File: config.mk
export PLATFORM = sky130hd
export DESIGN_NAME = push_rod_tap_sequencer_flat
export DESIGN_NICKNAME = d
export VERILOG_FILES = /design/src/sv/prts_pkg.sv /design/src/sv/prts_if.sv /design/src/sv/push_rod_tap_sequencer.sv /design/src/sv/prts_cfg_regs.sv /design/src/sv/prts_step.sv /design/src/flat_wrapper.sv
export SDC_FILE = /design/constraint.sdc
export NUM_CORES = 1
export LEC_CHECK = 0
export BUFFER_PORTS_ARGS = -buffer_cell sky130_fd_sc_hd__buf_4
export CORE_MARGIN = 2
export CORE_UTILIZATION = 45
export DETAILED_ROUTE_END_ITERATION = 6
export PLACE_DENSITY = 0.7
export SETUP_SLACK_MARGIN = 0.1
export SLEW_MARGIN = 10
export SYNTH_ARGS = -nofsm -noshare
export SYNTH_HDL_FRONTEND = slang
export SYNTH_SLANG_ARGS = --single-unit
File: constraint.sdc
create_clock -name clk -period 5.3 [get_ports clk]
set_input_delay 1.06 -clock clk [delete_from_list [all_inputs] [get_ports clk]]
set_output_delay 1.06 -clock clk [all_outputs]
set_load 0.1 [all_outputs]
File: src/sv/prts_pkg.sv
// Package for the push-rod tap sequencer: phase codes, register indexes,
// configuration and result structs. No dependencies.
`default_nettype none

package prts_pkg;

	localparam int unsigned EXT_W = 24;
	localparam int unsigned DUR_W = 16;
	localparam int unsigned CFG_IDX_W = 3;
	localparam int unsigned CFG_DATA_W = EXT_W;

	typedef enum logic [CFG_IDX_W-1:0] {
		REG_EXTEND_TIMEOUT     = 3'd0,
		REG_CONTACT_HOLD       = 3'd1,
		REG_BRAKE_TIME         = 3'd2,
		REG_RETRACT_TIME       = 3'd3,
		REG_ABORT_RETRACT_TIME = 3'd4
	} reg_idx_t;

	typedef enum logic [2:0] {
		PH_IDLE    = 3'd0,
		PH_EXTEND  = 3'd1,
		PH_HOLD    = 3'd2,
		PH_BRAKE   = 3'd3,
		PH_RETRACT = 3'd4
	} phase_t;

	localparam logic [EXT_W-1:0] RST_EXTEND_TIMEOUT     = 24'd5000;
	localparam logic [DUR_W-1:0] RST_CONTACT_HOLD       = 16'd20;
	localparam logic [DUR_W-1:0] RST_BRAKE_TIME         = 16'd50;
	localparam logic [DUR_W-1:0] RST_RETRACT_TIME       = 16'd2000;
	localparam logic [DUR_W-1:0] RST_ABORT_RETRACT_TIME = 16'd5000;

	typedef struct packed {
		logic [EXT_W-1:0] extend_timeout;
		logic [DUR_W-1:0] contact_hold;
		logic [DUR_W-1:0] brake_time;
		logic [DUR_W-1:0] retract_time;
		logic [DUR_W-1:0] abort_retract_time;
	} cfg_t;

	typedef struct packed {
		logic drive_a;
		logic drive_b;
		logic busy_res;
		logic done_res;
		logic succeeded;
	} res_t;

endpackage

`default_nettype wire

File: src/sv/prts_if.sv
// Valid/ready channel interfaces for the tap sequencer: input tick beats and
// result beats. No dependencies.
`default_nettype none

interface prts_in_if;
	logic valid;
	logic ready;
	logic start_req;
	logic detect_level;

	modport source (output valid, output start_req, output detect_level, input ready);
	modport sink (input valid, input start_req, input detect_level, output ready);
endinterface

interface prts_out_if;
	logic valid;
	logic ready;
	logic drive_a;
	logic drive_b;
	logic busy_res;
	logic done_res;
	logic succeeded;

	modport source (output valid, output drive_a, output drive_b, output busy_res,
		output done_res, output succeeded, input ready);
	modport sink (input valid, input drive_a, input drive_b, input busy_res,
		input done_res, input succeeded, output ready);
endinterface

`default_nettype wire

File: src/sv/push_rod_tap_sequencer.sv
// Top level of the push-rod tap sequencer: config registers, sequencer
// state, tick logic and the result register. Depends on prts_pkg, prts_if,
// prts_cfg_regs and prts_step.
// Usage: every input beat on in_ch is one time tick carrying start_req and
// the contact switch level (0 = closed). Every accepted beat yields exactly
// one result beat on out_ch with the motor pins, busy, a one-tick done pulse
// and the success flag, all showing the state after that tick.
// The result of a beat is registered: it is valid right after the edge that
// accepts the beat. Throughput is one beat per cycle while out_ch is ready;
// the phase and counter update is a single pass of logic between the state
// registers and the result register.
// in_ch.ready is high whenever the result register is empty or being taken,
// so a stalled receiver holds the result and stops input after one beat.
// Reset clears the phase to idle, the counter and outcome to zero, and loads
// the register defaults. Write config through cfg_we/cfg_index/cfg_wdata
// only while no tap is in progress.
`default_nettype none

module push_rod_tap_sequencer #(
	parameter int unsigned TIMER_BITS = 24
) (
	input  wire logic                            clk,
	input  wire logic                            arst_n,
	input  wire logic                            cfg_we,
	input  wire logic [prts_pkg::CFG_IDX_W-1:0]  cfg_index,
	input  wire logic [prts_pkg::CFG_DATA_W-1:0] cfg_wdata,
	prts_in_if.sink                              in_ch,
	prts_out_if.source                           out_ch
);

	prts_pkg::cfg_t        cfg;
	prts_pkg::phase_t      phase_q;
	logic [TIMER_BITS-1:0] cnt_q;
	logic                  outcome_q;
	prts_pkg::phase_t      nxt_phase;
	logic [TIMER_BITS-1:0] nxt_cnt;
	logic                  nxt_outcome;
	prts_pkg::res_t        res;
	prts_pkg::res_t        res_s1;
	logic                  valid_s1;
	logic                  accept;

	prts_cfg_regs u_cfg (
		.clk       (clk),
		.arst_n    (arst_n),
		.cfg_we    (cfg_we),
		.cfg_index (cfg_index),
		.cfg_wdata (cfg_wdata),
		.cfg       (cfg)
	);

	prts_step #(.TIMER_BITS(TIMER_BITS)) u_step (
		.phase        (phase_q),
		.cnt          (cnt_q),
		.outcome      (outcome_q),
		.start_req    (in_ch.start_req),
		.detect_level (in_ch.detect_level),
		.cfg          (cfg),
		.nxt_phase    (nxt_phase),
		.nxt_cnt      (nxt_cnt),
		.nxt_outcome  (nxt_outcome),
		.res          (res)
	);

	assign in_ch.ready = !valid_s1 || out_ch.ready;
	assign accept      = in_ch.valid && in_ch.ready;

	always_ff @(posedge clk or negedge arst_n) begin
		if (!arst_n) begin
			phase_q   <= prts_pkg::PH_IDLE;
			cnt_q     <= '0;
			outcome_q <= 1'b0;
			valid_s1  <= 1'b0;
		end else if (accept) begin
			phase_q   <= nxt_phase;
			cnt_q     <= nxt_cnt;
			outcome_q <= nxt_outcome;
			valid_s1  <= 1'b1;
		end else if (out_ch.ready) begin
			valid_s1  <= 1'b0;
		end
	end

	always_ff @(posedge clk) begin
		if (accept) begin
			res_s1 <= res;
		end
	end

	assign out_ch.valid     = valid_s1;
	assign out_ch.drive_a   = res_s1.drive_a;
	assign out_ch.drive_b   = res_s1.drive_b;
	assign out_ch.busy_res  = res_s1.busy_res;
	assign out_ch.done_res  = res_s1.done_res;
	assign out_ch.succeeded = res_s1.succeeded;

endmodule

`default_nettype wire

File: src/sv/prts_cfg_regs.sv
// Configuration register file of the tap sequencer.
// Depends on prts_pkg.
`default_nettype none

module prts_cfg_regs (
	input  wire logic                               clk,
	input  wire logic                               arst_n,
	input  wire logic                               cfg_we,
	input  wire logic [prts_pkg::CFG_IDX_W-1:0]     cfg_index,
	input  wire logic [prts_pkg::CFG_DATA_W-1:0]    cfg_wdata,
	output prts_pkg::cfg_t                          cfg
);

	prts_pkg::cfg_t cfg_q;

	always_ff @(posedge clk or negedge arst_n) begin
		if (!arst_n) begin
			cfg_q.extend_timeout     <= prts_pkg::RST_EXTEND_TIMEOUT;
			cfg_q.contact_hold       <= prts_pkg::RST_CONTACT_HOLD;
			cfg_q.brake_time         <= prts_pkg::RST_BRAKE_TIME;
			cfg_q.retract_time       <= prts_pkg::RST_RETRACT_TIME;
			cfg_q.abort_retract_time <= prts_pkg::RST_ABORT_RETRACT_TIME;
		end else if (cfg_we) begin
			case (cfg_index)
				prts_pkg::REG_EXTEND_TIMEOUT:
					cfg_q.extend_timeout <= cfg_wdata[prts_pkg::EXT_W-1:0];
				prts_pkg::REG_CONTACT_HOLD:
					cfg_q.contact_hold <= cfg_wdata[prts_pkg::DUR_W-1:0];
				prts_pkg::REG_BRAKE_TIME:
					cfg_q.brake_time <= cfg_wdata[prts_pkg::DUR_W-1:0];
				prts_pkg::REG_RETRACT_TIME:
					cfg_q.retract_time <= cfg_wdata[prts_pkg::DUR_W-1:0];
				prts_pkg::REG_ABORT_RETRACT_TIME:
					cfg_q.abort_retract_time <= cfg_wdata[prts_pkg::DUR_W-1:0];
				default: ;
			endcase
		end
	end

	assign cfg = cfg_q;

endmodule

`default_nettype wire

File: src/sv/prts_step.sv
// Next-state and result logic for one tick of the tap sequencer.
// Depends on prts_pkg.
`default_nettype none

module prts_step #(
	parameter int unsigned TIMER_BITS = 24
) (
	input  wire prts_pkg::phase_t   phase,
	input  wire logic [TIMER_BITS-1:0] cnt,
	input  wire logic               outcome,
	input  wire logic               start_req,
	input  wire logic               detect_level,
	input  wire prts_pkg::cfg_t     cfg,
	output prts_pkg::phase_t        nxt_phase,
	output logic [TIMER_BITS-1:0]   nxt_cnt,
	output logic                    nxt_outcome,
	output prts_pkg::res_t          res
);

	localparam int unsigned CMP_W = 33;

	logic [TIMER_BITS-1:0] dec;
	logic [TIMER_BITS-1:0] ret_dur;
	logic                  enter;
	logic [2:0]            from_ph;
	logic                  done;
	prts_pkg::phase_t      mid_phase;
	logic [TIMER_BITS-1:0] mid_cnt;
	logic                  timed_out;

	assign dec = (cnt != '0) ? cnt - TIMER_BITS'(1) : cnt;
	assign timed_out = CMP_W'(cnt) >= CMP_W'(cfg.extend_timeout);

	always_comb begin
		mid_phase   = phase;
		mid_cnt     = cnt;
		nxt_outcome = outcome;
		enter       = 1'b0;
		from_ph     = prts_pkg::PH_HOLD;
		case (phase)
			prts_pkg::PH_IDLE: begin
				if (start_req) begin
					mid_phase = prts_pkg::PH_EXTEND;
					mid_cnt   = '0;
				end
			end
			prts_pkg::PH_EXTEND: begin
				if (!detect_level) begin
					nxt_outcome = 1'b1;
					enter       = 1'b1;
					from_ph     = prts_pkg::PH_HOLD;
				end else if (timed_out) begin
					nxt_outcome = 1'b0;
					enter       = 1'b1;
					from_ph     = prts_pkg::PH_BRAKE;
				end else if (cnt != '1) begin
					mid_cnt = cnt + TIMER_BITS'(1);
				end
			end
			prts_pkg::PH_HOLD, prts_pkg::PH_BRAKE, prts_pkg::PH_RETRACT: begin
				mid_cnt = dec;
				if (dec == '0) begin
					enter   = 1'b1;
					from_ph = phase + 3'd1;
				end
			end
			default: begin
				mid_phase = prts_pkg::PH_IDLE;
				mid_cnt   = '0;
			end
		endcase
	end

	assign ret_dur = nxt_outcome ? TIMER_BITS'(cfg.retract_time)
		: TIMER_BITS'(cfg.abort_retract_time);

	// skip zero-length phases within the same tick
	always_comb begin
		nxt_phase = mid_phase;
		nxt_cnt   = mid_cnt;
		done      = 1'b0;
		if (enter) begin
			if (from_ph <= prts_pkg::PH_HOLD && cfg.contact_hold != '0) begin
				nxt_phase = prts_pkg::PH_HOLD;
				nxt_cnt   = TIMER_BITS'(cfg.contact_hold);
			end else if (from_ph <= prts_pkg::PH_BRAKE && cfg.brake_time != '0) begin
				nxt_phase = prts_pkg::PH_BRAKE;
				nxt_cnt   = TIMER_BITS'(cfg.brake_time);
			end else if (from_ph <= prts_pkg::PH_RETRACT && ret_dur != '0) begin
				nxt_phase = prts_pkg::PH_RETRACT;
				nxt_cnt   = ret_dur;
			end else begin
				nxt_phase = prts_pkg::PH_IDLE;
				nxt_cnt   = '0;
				done      = 1'b1;
			end
		end
	end

	assign res.drive_a   = (nxt_phase == prts_pkg::PH_EXTEND) || (nxt_phase == prts_pkg::PH_HOLD);
	assign res.drive_b   = (nxt_phase == prts_pkg::PH_RETRACT);
	assign res.busy_res  = (nxt_phase != prts_pkg::PH_IDLE);
	assign res.done_res  = done;
	assign res.succeeded = done & nxt_outcome;

endmodule

`default_nettype wire

File: src/flat_wrapper.sv
// flat-port wrapper written by rule: the top's interface ports become plain ports
module push_rod_tap_sequencer_flat 
#(
	parameter int unsigned TIMER_BITS = 24
)
  (clk, arst_n, cfg_we, cfg_index, cfg_wdata, in_ch_valid, in_ch_start_req, in_ch_detect_level, in_ch_ready, out_ch_valid, out_ch_drive_a, out_ch_drive_b, out_ch_busy_res, out_ch_done_res, out_ch_succeeded, out_ch_ready);
  prts_in_if in_ch_i ();
  prts_out_if out_ch_i ();
  input  wire logic clk;
  input  wire logic arst_n;
  input  wire logic cfg_we;
  input  wire logic [prts_pkg::CFG_IDX_W-1:0] cfg_index;
  input  wire logic [prts_pkg::CFG_DATA_W-1:0] cfg_wdata;
  input wire logic [$bits(in_ch_i.valid)-1:0] in_ch_valid;
  input wire logic [$bits(in_ch_i.start_req)-1:0] in_ch_start_req;
  input wire logic [$bits(in_ch_i.detect_level)-1:0] in_ch_detect_level;
  output wire logic [$bits(in_ch_i.ready)-1:0] in_ch_ready;
  output wire logic [$bits(out_ch_i.valid)-1:0] out_ch_valid;
  output wire logic [$bits(out_ch_i.drive_a)-1:0] out_ch_drive_a;
  output wire logic [$bits(out_ch_i.drive_b)-1:0] out_ch_drive_b;
  output wire logic [$bits(out_ch_i.busy_res)-1:0] out_ch_busy_res;
  output wire logic [$bits(out_ch_i.done_res)-1:0] out_ch_done_res;
  output wire logic [$bits(out_ch_i.succeeded)-1:0] out_ch_succeeded;
  input wire logic [$bits(out_ch_i.ready)-1:0] out_ch_ready;
  assign in_ch_i.valid = in_ch_valid;
  assign in_ch_i.start_req = in_ch_start_req;
  assign in_ch_i.detect_level = in_ch_detect_level;
  assign in_ch_ready = in_ch_i.ready;
  assign out_ch_valid = out_ch_i.valid;
  assign out_ch_drive_a = out_ch_i.drive_a;
  assign out_ch_drive_b = out_ch_i.drive_b;
  assign out_ch_busy_res = out_ch_i.busy_res;
  assign out_ch_done_res = out_ch_i.done_res;
  assign out_ch_succeeded = out_ch_i.succeeded;
  assign out_ch_i.ready = out_ch_ready;
  push_rod_tap_sequencer #(.TIMER_BITS(TIMER_BITS)) u_core (.clk(clk), .arst_n(arst_n), .cfg_we(cfg_we), .cfg_index(cfg_index), .cfg_wdata(cfg_wdata), .in_ch(in_ch_i), .out_ch(out_ch_i));
endmodule
==> results.sh <==
export IMPL_first_global_vias=6902
export IMPL_final_layout_size_suffix_gt1_frac=0.194
export IMPL_portBuffers=40
export IMPL_syn_avg_cell_area_um2=8.59
export IMPL_postCtsResizedCells=0
export IMPL_grt_pass1_wl_mm=38.0
export IMPL_startpoint_type="flip-flop"
export IMPL_path_buf_inv=1
export IMPL_ir_drop_mv=0.285
export IMPL_worstMarginPinSlew_ps=1070
export IMPL_die_area_mm2=0.0186
export IMPL_worstSkewPairLatency_ps=430
export IMPL_switching_power_mw=1.99
export IMPL_p_leak_nw=3.64
export IMPL_setup_viol=0
export IMPL_gp_congestion=0.968
export IMPL_relSlewSlack=0.287
export IMPL_syn_area_mm2=0.00788
export IMPL_synthArstFlopShare=0.959
export IMPL_antenna_found_initial=0
export IMPL_sw_frac_of_total=0.429
export IMPL_drt_iter0_drc=698
export IMPL_cts_setup_buffers=0
export IMPL_syn_nets=982
export IMPL_synth_seq_cells=122
export IMPL_syn_inst=918
export IMPL_hold_path_class="reg2reg"
export IMPL_cp_top_family="simple AND/OR/NAND/NOR gates"
export IMPL_start_util=0.457
export IMPL_die_x_um=136
export IMPL_core_area_mm2=0.0172
export IMPL_power_frac_comb=0.428
export IMPL_cts_made_buffers=17
export IMPL_crit_chain="inv_1 -> ha_1 -> or4b_2 -> nor4_4 -> a21oi_1 -> xnor2_1 -> nand4_1 -> o211a_1 -> nor2_2 -> nand2_1 -> a22o_1"
export IMPL_max_freq_mhz=224
export IMPL_dpl_hpwl_mm=16.7
export IMPL_fp_row_count=48
export IMPL_intPower_mw=2.64
export IMPL_cts_hold_buf=0
export IMPL_routed_wl_mm=23.7
export IMPL_tns_ps=0
export IMPL_synthMostInstantiatedCell="nand2_1"
export IMPL_finClkSkew_ps=16.1
export IMPL_num_io_pins=41
export IMPL_cts_htree_levels=4
export IMPL_whs_path_depth=2
export IMPL_synth_top_area_frac=0.305
export IMPL_synth_cell_types=64
export IMPL_n_antenna_cell=0
export IMPL_fin_crit_sh=0.844
export IMPL_max_cap_violations=0
export IMPL_reg2reg_depth=11
export IMPL_crit_path_end_kind="flip-flop"
export IMPL_synth_area_leader_cell="dfrtp_1"
export IMPL_seq_area_frac_synth=0.394
export IMPL_status="finished, final reports clean"
export IMPL_rsz0062_at_grt="no"
export IMPL_wl_per_cell_um=20.2
export IMPL_yosys_top_cells_area="dfrtp_1, mux2_2, dfstp_2, o21ai_0, nand2_1"
export IMPL_p_seq_frac=0.324
export IMPL_die_h_um=136
export IMPL_area_growth_pct=14.1
export IMPL_cpPeakStageDelay_ps=720
export IMPL_cts_sinks=122
export IMPL_yosysWarnings=0
export IMPL_fin_hold_ws_ps=512
export IMPL_root_buffer="clkbuf_16"
export IMPL_synth_common_cells="nand2_1, o21ai_0, dfrtp_1"
export IMPL_ant_nets=0
export IMPL_crit_fanout=19
export IMPL_clockBufferDepth=2
export IMPL_power_frac_clock=0.248
export IMPL_firstDrtPassIters=5
export IMPL_hold_violations=0
export IMPL_vias_per_cell=6.16
export IMPL_finalPower_mw=4.63
export IMPL_final_nets=1000
export IMPL_cp_arrival_ps=4790
export IMPL_fillers=1547
export IMPL_fin_crit_ps=4470
export IMPL_vias=7229
export IMPL_power_density_mw_per_mm2=515
export IMPL_clk_pin_slew_ps=60
export IMPL_drc=0
export IMPL_grt_overflow_total=0
export IMPL_critPathKind="reg2reg"
export IMPL_synth_ff_type="dfrtp_1"
export IMPL_grt_max_degree=64
export IMPL_cts_tree="yes"
export IMPL_cp_depth=11
export IMPL_synth_edf_count=5
export IMPL_critPathSlowestCell="nor2_2"
export IMPL_slew_viol_final=0
export IMPL_gr_usage_all_layers=0.268
export IMPL_worst_ep_required_time_ps=5620
metrics by stage:
| step | cell area [um2] | std cells | setup WS (ps) | utilization |
|---|---|---|---|---|
| 5_1_grt | 8990 | 1174 | 506 | 0.522 |
| 6_report | 8990 | 1174 | 829 | 0.522 |
| 2_1_floorplan | 7880 | 918 | 1370 | - |
| 3_5_place_dp | 8410 | 1142 | 904 | 0.488 |
| 4_1_cts | 8990 | 1174 | 894 | 0.522 |
| 3_3_place_gp | 8410 | 1142 | 1050 | 0.488 |
cells by family after synthesis:
| group | Yosys count | share of synthesized area |
|---|---|---|
| compound gates | 244 | 0.190 |
| xor+xnor | 11 | 0.0122 |
| fa+ha+maj | 30 | 0.0476 |
| buf+inv | 125 | 0.0637 |
| flops | 122 | 0.394 |
| mux | 57 | 0.0808 |
| simple gates | 329 | 0.212 |
sequential cells by signal, summed over array words and instances, names as in the netlist:
register                 count
u_core.out_ch.drive_b        1
u_core.out_ch.drive_a        1
u_core.out_ch.done_res       1
u_core.u_cfg.cfg            88
u_core.cnt_q                24
u_core.outcome_q             1
u_core.out_ch.valid          1
u_core.out_ch.busy_res       1
u_core.phase_q               3
u_core.out_ch.succeeded      1
area by class of cell:
class | count | area (um2) | share of cell area
inverter | 65 | 244 | 0.0271
multi-input combinational | 671 | 4330 | 0.482
sequential | 122 | 3100 | 0.345
timing repair buffer | 59 | 443 | 0.0493
tap | 225 | 282 | 0.0313
clock inverter | 11 | 113 | 0.0125
clock buffer | 21 | 472 | 0.0525
final timing paths:
kind	start	end	slack [ps]
worst max-delay path	u_core.cnt_q[0]$_DFFE_PN0P_	u_core.phase_q[1]$_DFFE_PN0P_	830
worst min-delay path	u_core.u_cfg.cfg[71]$_DFFE_PN1P_	u_core.u_cfg.cfg[71]$_DFFE_PN1P_	510
worst max register to register	u_core.cnt_q[0]$_DFFE_PN0P_	u_core.phase_q[1]$_DFFE_PN0P_	830
worst min register to register	u_core.u_cfg.cfg[71]$_DFFE_PN1P_	u_core.u_cfg.cfg[71]$_DFFE_PN1P_	510
max in group asynchronous	arst_n	u_core.u_cfg.cfg[2]$_DFFE_PN0P_	3350
min in group asynchronous	arst_n	u_core.cnt_q[8]$_DFFE_PN0P_	690
per-layer routing:
| metal | share of wire | vias up | wire, um | global-route usage |
|---|---|---|---|---|
| met3 | 0.076 | 45 | 1810 | 0.0600 |
| met1 | 0.44 | 3468 | 10300 | 0.367 |
| met2 | 0.47 | 324 | 11000 | 0.419 |
| li1 | - | 3392 | - | - |
| met4 | 0.023 | 0 | 544 | 0.0897 |
| met5 | 0 | - | 0 | 0 |
cell usage in the layout (no fill, tap or decap), types with 21 or more instances in the layout:
cell type	instances
ha_1	30
nor2_1	39
a21oi_1	42
nand3_1	34
o21ai_0	105
buf_4	59
nand2_1	123
nand4_1	24
dfrtp_1	96
nor4_1	38
inv_1	65
dfstp_2	21
mux2_2	53
power groups by stage:
stage	clock network (mW)	logic [mW]	registers, mW
after CTS	1.16	1.95	1.49
after global routing	1.20	2.18	1.53
after floorplan	0	1.48	1.40
final	1.15	1.98	1.50
after global placement	0	1.91	1.49
after detailed placement	0	1.93	1.50
worst reg2reg max path, cell delays in order (launching register included):
cell     delay (ps)
dfrtp_1         480
inv_1           160
ha_1            200
or4b_2          650
nor4_4          420
a21oi_1         160
xnor2_1         300
nand4_1         340
o211a_1         520
nor2_2          720
nand2_1         170
a22o_1          240
Power figures use the tool's default switching activity.
